===== config.mk =====
export PLATFORM = sky130hd
export DESIGN_NAME = lphs_ctrl
export DESIGN_NICKNAME = d
export VERILOG_FILES = /design/src/sv/lphs_pkg.sv /design/src/sv/lphs_ctrl.sv
export SDC_FILE = /design/constraint.sdc
export NUM_CORES = 1
export LEC_CHECK = 0
export ABC_AREA = 1
export BUFFER_PORTS_ARGS = -buffer_cell sky130_fd_sc_hd__buf_2
export CELL_PAD_IN_SITES_DETAIL_PLACEMENT = 0
export CELL_PAD_IN_SITES_GLOBAL_PLACEMENT = 2
export CORE_MARGIN = 2
export CORE_UTILIZATION = 21
export DETAILED_ROUTE_END_ITERATION = 16
export PLACE_DENSITY = 0.76
export REMOVE_ABC_BUFFERS = 1
export SYNTH_ARGS = -nofsm -noshare
export SYNTH_HDL_FRONTEND = slang
export SYNTH_SLANG_ARGS = --single-unit

===== constraint.sdc =====
create_clock -name clk -period 3.1 [get_ports clk]
set_clock_uncertainty 0.05 [all_clocks]
set_input_delay 0.31 -clock clk [delete_from_list [all_inputs] [get_ports clk]]
set_output_delay 0.31 -clock clk [all_outputs]
set_load 0.03 [all_outputs]

===== src/sv/lphs_pkg.sv =====
// lphs_pkg: shared types, constants and the home slot hash for the linear probe hash set
// no dependencies; imported by lphs_ctrl, lphs_dp and linear_probe_hash_set

package lphs_pkg;

	// table geometry, depth must be a power of two
	localparam int unsigned TABLE_DEPTH = 65536;
	localparam int unsigned IDX_W       = $clog2(TABLE_DEPTH);
	localparam int unsigned CNT_W       = 17;
	localparam int unsigned SLOT_W      = 16;
	localparam int unsigned VAL_W       = 32;

	localparam logic [VAL_W-1:0]  HASH_MULT    = 32'h9E37_79B1;
	localparam logic [SLOT_W-1:0] HASH_MULT_LO = HASH_MULT[SLOT_W-1:0];

	localparam logic [IDX_W-1:0] IDX_LAST = IDX_W'(TABLE_DEPTH - 1);

	typedef enum logic [0:0] {
		OP_INSERT = 1'b0,
		OP_READ   = 1'b1
	} op_t;

	typedef enum logic [1:0] {
		RES_NEW     = 2'd0,
		RES_PRESENT = 2'd1,
		RES_FULL    = 2'd2,
		RES_READ    = 2'd3
	} res_kind_t;

	typedef struct packed {
		logic              op;
		logic [VAL_W-1:0]  value;
		logic [SLOT_W-1:0] slot;
	} in_item_t;

	typedef struct packed {
		logic              is_new;
		logic              already_present;
		logic              table_full;
		logic [SLOT_W-1:0] placed_slot;
		logic [CNT_W-1:0]  distinct_count;
		logic              slot_used;
		logic [VAL_W-1:0]  slot_value;
	} out_item_t;

	// controller to datapath
	typedef struct packed {
		logic      clr_step;
		logic      load_in;
		logic      rd_en;
		logic      adv;
		logic      wr_new;
		logic      load_res;
		res_kind_t res_kind;
	} cmd_t;

	// datapath to controller
	typedef struct packed {
		logic clr_last;
		logic op_read;
		logic slot_used;
		logic match;
		logic probe_last;
	} stat_t;

	// only the low slot bits of the 32-bit product reach the index
	function automatic logic [IDX_W-1:0] home_slot(input logic [VAL_W-1:0] v);
		logic [SLOT_W-1:0] prod;
		prod = SLOT_W'(v[SLOT_W-1:0] * HASH_MULT_LO);
		return prod[IDX_W-1:0];
	endfunction

endpackage


===== src/sv/lphs_ctrl.sv =====
// lphs_ctrl: state machine for clearing, probing and result hand-off
// depends on lphs_pkg

module lphs_ctrl import lphs_pkg::*; (
	input  logic  clk,
	input  logic  arst_n,
	input  logic  in_valid,
	output logic  in_ready,
	output logic  out_valid,
	input  logic  out_ready,
	input  stat_t stat,
	output cmd_t  cmd
);

	typedef enum logic [2:0] {
		ST_CLEAR,
		ST_IDLE,
		ST_READ,
		ST_CHECK,
		ST_DONE
	} state_t;

	state_t    state_q, state_d;
	res_kind_t kind_q, kind_d;
	logic      out_valid_q;

	assign in_ready  = (state_q == ST_IDLE);
	assign out_valid = out_valid_q;

	always_comb begin
		state_d      = state_q;
		kind_d       = kind_q;
		cmd          = '0;
		cmd.res_kind = kind_q;
		unique case (state_q)
			ST_CLEAR: begin
				cmd.clr_step = 1'b1;
				if (stat.clr_last) begin
					state_d = ST_IDLE;
				end
			end
			ST_IDLE: begin
				if (in_valid) begin
					cmd.load_in = 1'b1;
					state_d     = ST_READ;
				end
			end
			ST_READ: begin
				cmd.rd_en = 1'b1;
				state_d   = ST_CHECK;
			end
			ST_CHECK: begin
				if (stat.op_read) begin
					kind_d  = RES_READ;
					state_d = ST_DONE;
				end else if (!stat.slot_used) begin
					cmd.wr_new = 1'b1;
					kind_d     = RES_NEW;
					state_d    = ST_DONE;
				end else if (stat.match) begin
					kind_d  = RES_PRESENT;
					state_d = ST_DONE;
				end else if (stat.probe_last) begin
					kind_d  = RES_FULL;
					state_d = ST_DONE;
				end else begin
					cmd.adv = 1'b1;
					state_d = ST_READ;
				end
			end
			ST_DONE: begin
				if (!out_valid_q || out_ready) begin
					cmd.load_res = 1'b1;
					state_d      = ST_IDLE;
				end
			end
			default: begin
				state_d = ST_IDLE;
			end
		endcase
	end

	always_ff @(posedge clk or negedge arst_n) begin
		if (!arst_n) begin
			state_q     <= ST_CLEAR;
			kind_q      <= RES_NEW;
			out_valid_q <= 1'b0;
		end else begin
			state_q <= state_d;
			kind_q  <= kind_d;
			if (cmd.load_res) begin
				out_valid_q <= 1'b1;
			end else if (out_ready) begin
				out_valid_q <= 1'b0;
			end
		end
	end

endmodule


==> results of run 1 <==
sequential cells by signal, summed over array words and instances (netlist names):
signal	flops
state_q	3
out_valid	1
kind_q	2
cells in the mapped netlist:
master                     instances  area [µm²]
sky130_fd_sc_hd__nand2_2           3        18.8
sky130_fd_sc_hd__a21oi_1           2        10.0
sky130_fd_sc_hd__nor3_1            3        15.0
sky130_fd_sc_hd__nand4_1           1        6.26
sky130_fd_sc_hd__inv_1             5        18.8
sky130_fd_sc_hd__o21ai_0           1        5.00
sky130_fd_sc_hd__o21ai_1           2        10.0
sky130_fd_sc_hd__nand3b_1          1        7.51
sky130_fd_sc_hd__nor2_2            3        18.8
sky130_fd_sc_hd__nand2_1           9        33.8
sky130_fd_sc_hd__dfrtp_1           6         150
sky130_fd_sc_hd__nand3_2           1        10.0
sky130_fd_sc_hd__nand3_1           3        15.0
sky130_fd_sc_hd__inv_2             1        3.75
sky130_fd_sc_hd__nor2_1            6        22.5
final cells by class:
| cell class | count | area (µm²) |
|---|---|---|
| Inverter | 6 | 22.5 |
| Tap cell | 16 | 20.0 |
| Clock buffer | 3 | 22.5 |
| Multi-Input combinational cell | 35 | 173 |
| Timing Repair Buffer | 19 | 100 |
| Sequential cell | 6 | 150 |
| Fill cell | 177 | 1040 |
metrics by stage:
step / power [µW] / instance area, µm² / hold slack [ns] / util (%)
after floorplan: 388 / 345 / -0.0356 / -
after global placement: 471 / 455 / 0.0970 / 29.9
after detailed placement: 469 / 455 / 0.0934 / 29.9
after CTS: 548 / 488 / 0.210 / 32.0
after global routing: 590 / 488 / 0.215 / 32.0
final: 539 / 488 / 0.218 / 32.0
worst max path at each step:
stage	from	to	slack, ns	depth (start not counted)
detailed placement	state_q[1]$_DFFE_PN0P_	cmd[3]	1.69	5
CTS	state_q[1]$_DFFE_PN0P_	cmd[3]	1.42	5
global placement	state_q[1]$_DFFE_PN0P_	cmd[3]	1.69	5
floorplan	state_q[1]$_DFFE_PN0P_	cmd[3]	1.42	4
finish	state_q[1]$_DFFE_PN0P_	cmd[3]	1.43	5
global route	state_q[1]$_DFFE_PN0P_	cmd[3]	1.20	5
kinds of logic (layout without fill, tap and decap cells):
| logic type | Yosys count | after routing | share of synthesized area, % |
|---|---|---|---|
| buf+inv | 6 | 28 | 6.52 |
| simple gates | 30 | 30 | 42.8 |
| flops | 6 | 6 | 43.5 |
| compound gates | 5 | 5 | 7.25 |
per-layer routing:
| metal | share of wire (%) | routed length, µm | vias to the layer above | global-route usage, % |
|---|---|---|---|---|
| met5 | 0 | 0 | - | 0 |
| met4 | 0 | 0 | 0 | 1.82 |
| met3 | 11 | 86 | 0 | 7.76 |
| met2 | 43 | 340 | 14 | 14.5 |
| met1 | 45 | 357 | 157 | 10.6 |
| li1 | - | - | 199 | - |
repair_timing:
item | 4_1_cts | 5_1_grt
setup endpoints to repair | 0 | 0
hold buffers | 1 | 0
buffers inserted | 0 | 0
endpoints found under the hold margin | 6 | 0
power groups by stage:
stage                     sequential (µW)  combinational (µW)  clock (µW)
after floorplan                       190                 199           0
after global placement                158                 313           0
after detailed placement              160                 309           0
after CTS                             160                 311        76.7
after global routing                  167                 339        83.7
final                                 160                 306        73.1
cell usage in the layout, fill, tap and decap left out, drive strengths merged:
master,Yosys,routed
buf,0,18
nand2,12,12
nor2,9,9
dfrtp,6,6
inv,6,6
nand3,4,4
nor3,3,3
clkbuf,0,3
o21ai,3,3
a21oi,2,2
nand3b,1,1
nand4,1,1
dlygate4sd3,0,1
==> flow_summary.yaml, run 1 <==
run_status:
  status: "completed"
timing:
  fmax_mhz: 599
  timing.final.hold_violations: 0
  tightest_slew_ns: 0.232
  finalSetupViolations: 0
  timing.final.crit_period_ns: 1.67
  timing.slew.headroom_pct: 84.6
  maxSlewViolCount: 0
  final_worst_path_period_share_pct: 53.9
  final.setup.worst_slack_ns: 1.43
  timing.setup.tns_ns: 0
  rsz0062_at_grt: "false"
placed_design:
  placed_cells: 81
  place_hpwl_um: 641
  input_output_buffers: 18
  detailedPlace.worstSlack_ns: 1.69
  gp_congestion: 0.710
final_layout:
  drive_gt1_share_pct: 42.0
  area_growth_syn_to_layout_pct: 41.3
  num-nets-final: 80
  final_cells: 85
  ant_diodes: 0
power_and_ir_drop:
  internal_power_uw: 256
  power.density_cell_area_mw_per_mm2: 1100
  sequentialPowerShare_pct: 29.7
  netSwitchingPower_uw: 283
  power.leakage_uw: 0.000280
  power_frac_comb_pct: 56.8
  power_switching_share_pct: 52.5
  ir_drop_mv: 0.410
  share_clk_of_total_power_pct: 13.6
die:
  ios: 19
  start_util_pct: 22.7
  placementRows: 14
  dieWidth_um: 44.6
  die_y_um: 44.6
  floorplan_die_area_mm2: 0.00198
  core-area_mm2: 0.00152
route:
  drc_errors: 0
  drt-initial-drc-count: 4
  detail-route-antenna-nets: 0
  postRouteWirelength_um: 785
  average_wire_per_standard_cell_um: 9.24
  drt_pre_antenna_iters: 4
  vias: 370
  vias_per_cell: 4.35
setup_path:
  terminus_of_the_critical_flop_to_flop_path: "state_q[0]$_DFFE_PN0P_"
  cp.buffers_inverters: 2
  family_with_the_most_delay_on_the_worst_path: "flip-flops"
  worst-r2r-setup-slack_ns: 1.95
  worst_setup_path_start_kind: "register"
  critical_path.cell_chain: "nand2_1, nor2_2, inv_1, nor3_1, buf_2"
  critPathArrivalTime_ns: 1.31
  critical_path_required_ns: 2.74
  critPathMaxStageDelay_ns: 0.46
  worst-setup-path-type: "reg2out"
  crit_path_max_fanout: 7
  timing.critical_path.slowest_stage_cell: "sky130_fd_sc_hd__dfrtp_1"
  critical_path.reg2reg.startpoint: "state_q[1]$_DFFE_PN0P_"
  worstSetupEndpointType: "output port"
  reg2reg_depth: 4
yosys:
  ys_ff_latch: 6
  gate_count_of_the_mapped_netlist: 47
  avgSynthCellArea_um2: 7.35
  synth_cell_types: 15
  yosysWarningCount: 0
  synth_sequential_area_ratio_pct: 43.5
  synth.cell_area_um2: 345
clocking:
  cts_made_buffers: 3
  cts_root_buffer: "sky130_fd_sc_hd__clkbuf_4"
  cts.sinks: 6
  cts-htree-levels: 1
  clock_insertion_delay_worst_skew_ns: 0.25
  worst_setup_hold_path_clk_slew_ns: 0.05
  cts_tree: "yes"
  post_cts_resized: 0
  clock_tree.buffer_depth: 2
global_route:
  number_of_antenna_violations_at_the_first_check_in_global_routing: 0
  gr-total-overflow: 0
  first_global_vias: 328
  global_route_wire_length_before_repair_um: 1300
  track_usage_pct: 9.62
  largest_net_degree_at_the_start_of_global_routing: 8
worst_hold_path:
  worstHoldPathCells: 2
  holdPathEnd: "out_valid$_DFFE_PN0P_"
  hold_start: "out_ready"
  worst_hold_path_type: "in2reg"
job:
  timing.max_cap.violations: 0
No activity file was read; power rests on OpenSTA's default activity.
==> run 2, diff against run 1 <==
- CORE_UTILIZATION: 21 -> 18
- PLACE_DENSITY: 0.76 -> 0.69
- clock period: 3.1 -> 1.4 ns (I/O delays scaled with it)
==> run 2 against run 1 <==
Effect of this change: core utilization rose by 2.1 points; critical path depth is 2 lower; sequential power rose by 130%; sequential share of layout area is 5.2 points lower; setup slack worse by 1.4 ns; clock power rose by 100%; critical endpoint is now cmd[6].
==> flow_summary.yaml, run 2 (synthesized netlist as in run 1, its figures left out) <==
setup_path:
  timing.critical_path.slowest_stage_cell: "sky130_fd_sc_hd__dfrtp_2"
  worst-setup-path-type: "reg2out"
  worst-r2r-setup-slack_ns: 0.24
  cpMostUsedCell: "sky130_fd_sc_hd__buf_4"
  critical_path_required_ns: 1.21
  worst_setup_path_start_kind: "register"
  critPathMaxStageDelay_ns: 0.45
  critical_path.cell_chain: "buf_4, nor3_2, buf_4"
  reg2reg_depth: 6
  crit_path_max_fanout: 5
  critPathArrivalTime_ns: 1.18
  worstSetupEndpointType: "output port"
timing:
  timing.slew.headroom_pct: 89.4
  fmax_mhz: 731
  timing.final.hold_violations: 0
  tightest_slew_ns: 0.158
  rsz0062_at_grt: "true"
  final_worst_path_period_share_pct: 97.7
  maxSlewViolCount: 0
  final.setup.worst_slack_ns: 0.0324
  timing.final.crit_period_ns: 1.37
  timing.setup.tns_ns: 0
  finalSetupViolations: 0
die:
  start_util_pct: 19.6
  placementRows: 15
  dieWidth_um: 47.8
  core-area_mm2: 0.00176
  ios: 19
  die_y_um: 47.8
  floorplan_die_area_mm2: 0.00228
global_route:
  global_route_wire_length_before_repair_um: 1270
  largest_net_degree_at_the_start_of_global_routing: 7
  first_global_vias: 331
  track_usage_pct: 7.97
  number_of_antenna_violations_at_the_first_check_in_global_routing: 0
  gr-total-overflow: 0
power_and_ir_drop:
  sequentialPowerShare_pct: 25.7
  power_switching_share_pct: 48.9
  internal_power_uw: 749
  power_frac_comb_pct: 64.2
  ir_drop_mv: 0.964
  share_clk_of_total_power_pct: 10.1
  power.density_cell_area_mw_per_mm2: 2430
  power.leakage_uw: 0.000316
  netSwitchingPower_uw: 716
final_layout:
  ant_diodes: 0
  leading_cell_types_in_the_layout_fill_and_taps_excluded: "sky130_fd_sc_hd__buf_2, sky130_fd_sc_hd__buf_4, sky130_fd_sc_hd__nand2_1"
  final_cells: 100
  top_register: "state_q"
  largest_register_ffs: 3
  drive_gt1_share_pct: 58.7
  seqCellArea_um2: 154
  nFillCells: 216
  area_growth_syn_to_layout_pct: 74.3
  final_util_pct: 34.1
  num-nets-final: 86
  most_common_library_cell_in_the_layout_ignoring_fill_and_taps: "sky130_fd_sc_hd__buf_2"
  multi_input_area_um2: 208
route:
  postRouteWirelength_um: 897
  drt-initial-drc-count: 0
  drc_errors: 0
  average_wire_per_standard_cell_um: 8.97
  vias_per_cell: 3.99
  detail-route-antenna-nets: 0
  drt_pre_antenna_iters: 1
  vias: 399
worst_hold_path:
  worst_hold_path_type: "in2reg"
  worstHoldPathCells: 2
clocking:
  cts_root_buffer: "sky130_fd_sc_hd__clkbuf_4"
  clock_insertion_delay_worst_skew_ns: 0.23
  clock_tree.buffer_depth: 2
  cts_made_buffers: 3
  cts-htree-levels: 1
  worst_setup_hold_path_clk_slew_ns: 0.04
  cts.sinks: 6
  cts_tree: "yes"
run_status:
  status: "completed"
placed_design:
  detailedPlace.worstSlack_ns: 0.145
  placed_cells: 90
  gp_congestion: 0.702
  input_output_buffers: 18
  place_hpwl_um: 664
job:
  timing.max_cap.violations: 0
-- run 2: cell types whose count changed in the layout (fill, tap and decap cells not counted), sizes merged --
cell  previous run  this run
buf             18        24
-- run 2: path summary, 6_finish.rpt --
check,from,end
max in group asynchronous,arst_n,state_q[1]$_DFFE_PN0P_
hold / removal,out_ready,out_valid$_DFFE_PN0P_
hold reg to reg,kind_q[1]$_DFFE_PN0P_,kind_q[1]$_DFFE_PN0P_
min in group asynchronous,arst_n,kind_q[0]$_DFFE_PN0P_
setup reg to reg,state_q[2]$_DFFE_PN0P_,state_q[0]$_DFFE_PN0P_
setup / recovery,state_q[1]$_DFFE_PN0P_,cmd[6]
-- run 2: worst max-delay path: cells and delay by family, from the launching register on --
| family | cells | cell delay (ns) |
|---|---|---|
| buffers and inverters | 2 | 0.33 |
| DFF | 1 | 0.45 |
| and+or+nand+nor | 1 | 0.17 |
-- run 2: timing repair --
item / 4_1_cts / 5_1_grt
setup endpoints to repair: 4 / 6
endpoints found under the hold margin: 6 / 0
buffers inserted: 5 / 1
hold buffers: 1 / 0
gates resized for setup: 6 / 16
pin swaps: 1 / 4
-- run 2: power by group through the flow --
stage | registers, µW | logic, µW | clock network [µW]
floorplan | 420 | 440 | 0
global placement | 358 | 693 | 0
detailed placement | 360 | 689 | 0
CTS | 353 | 826 | 156
global route | 388 | 1040 | 173
finish | 376 | 941 | 148
-- run 2: cell type report --
class | instances | share of cell area (%)
timing repair buffer | 25 | 27.2
clock buffer | 3 | 3.74
tap | 25 | 5.20
multi-input combinational | 35 | 34.5
inverter | 6 | 3.74
sequential | 6 | 25.6
-- run 2: metal layers --
| metal | GRT usage [%] | up-vias | routed length [µm] | share of wire (%) |
|---|---|---|---|---|
| met5 | 0 | - | 0 | 0 |
| met4 | 1.62 | 0 | 15 | 1.7 |
| met3 | 3.40 | 2 | 60 | 6.7 |
| met2 | 13.1 | 15 | 440 | 49 |
| met1 | 9.77 | 173 | 380 | 42 |
| li1 | - | 209 | - | - |
-- run 2: through the flow --
step	hold slack, ns	instance area (µm²)	total power, µW
after CTS	0.0485	551	1330
final	0.0592	602	1470
after detailed placement	-0.0787	467	1050
after global placement	-0.0822	467	1050
after global routing	0.0733	602	1600
after floorplan	-0.206	345	860
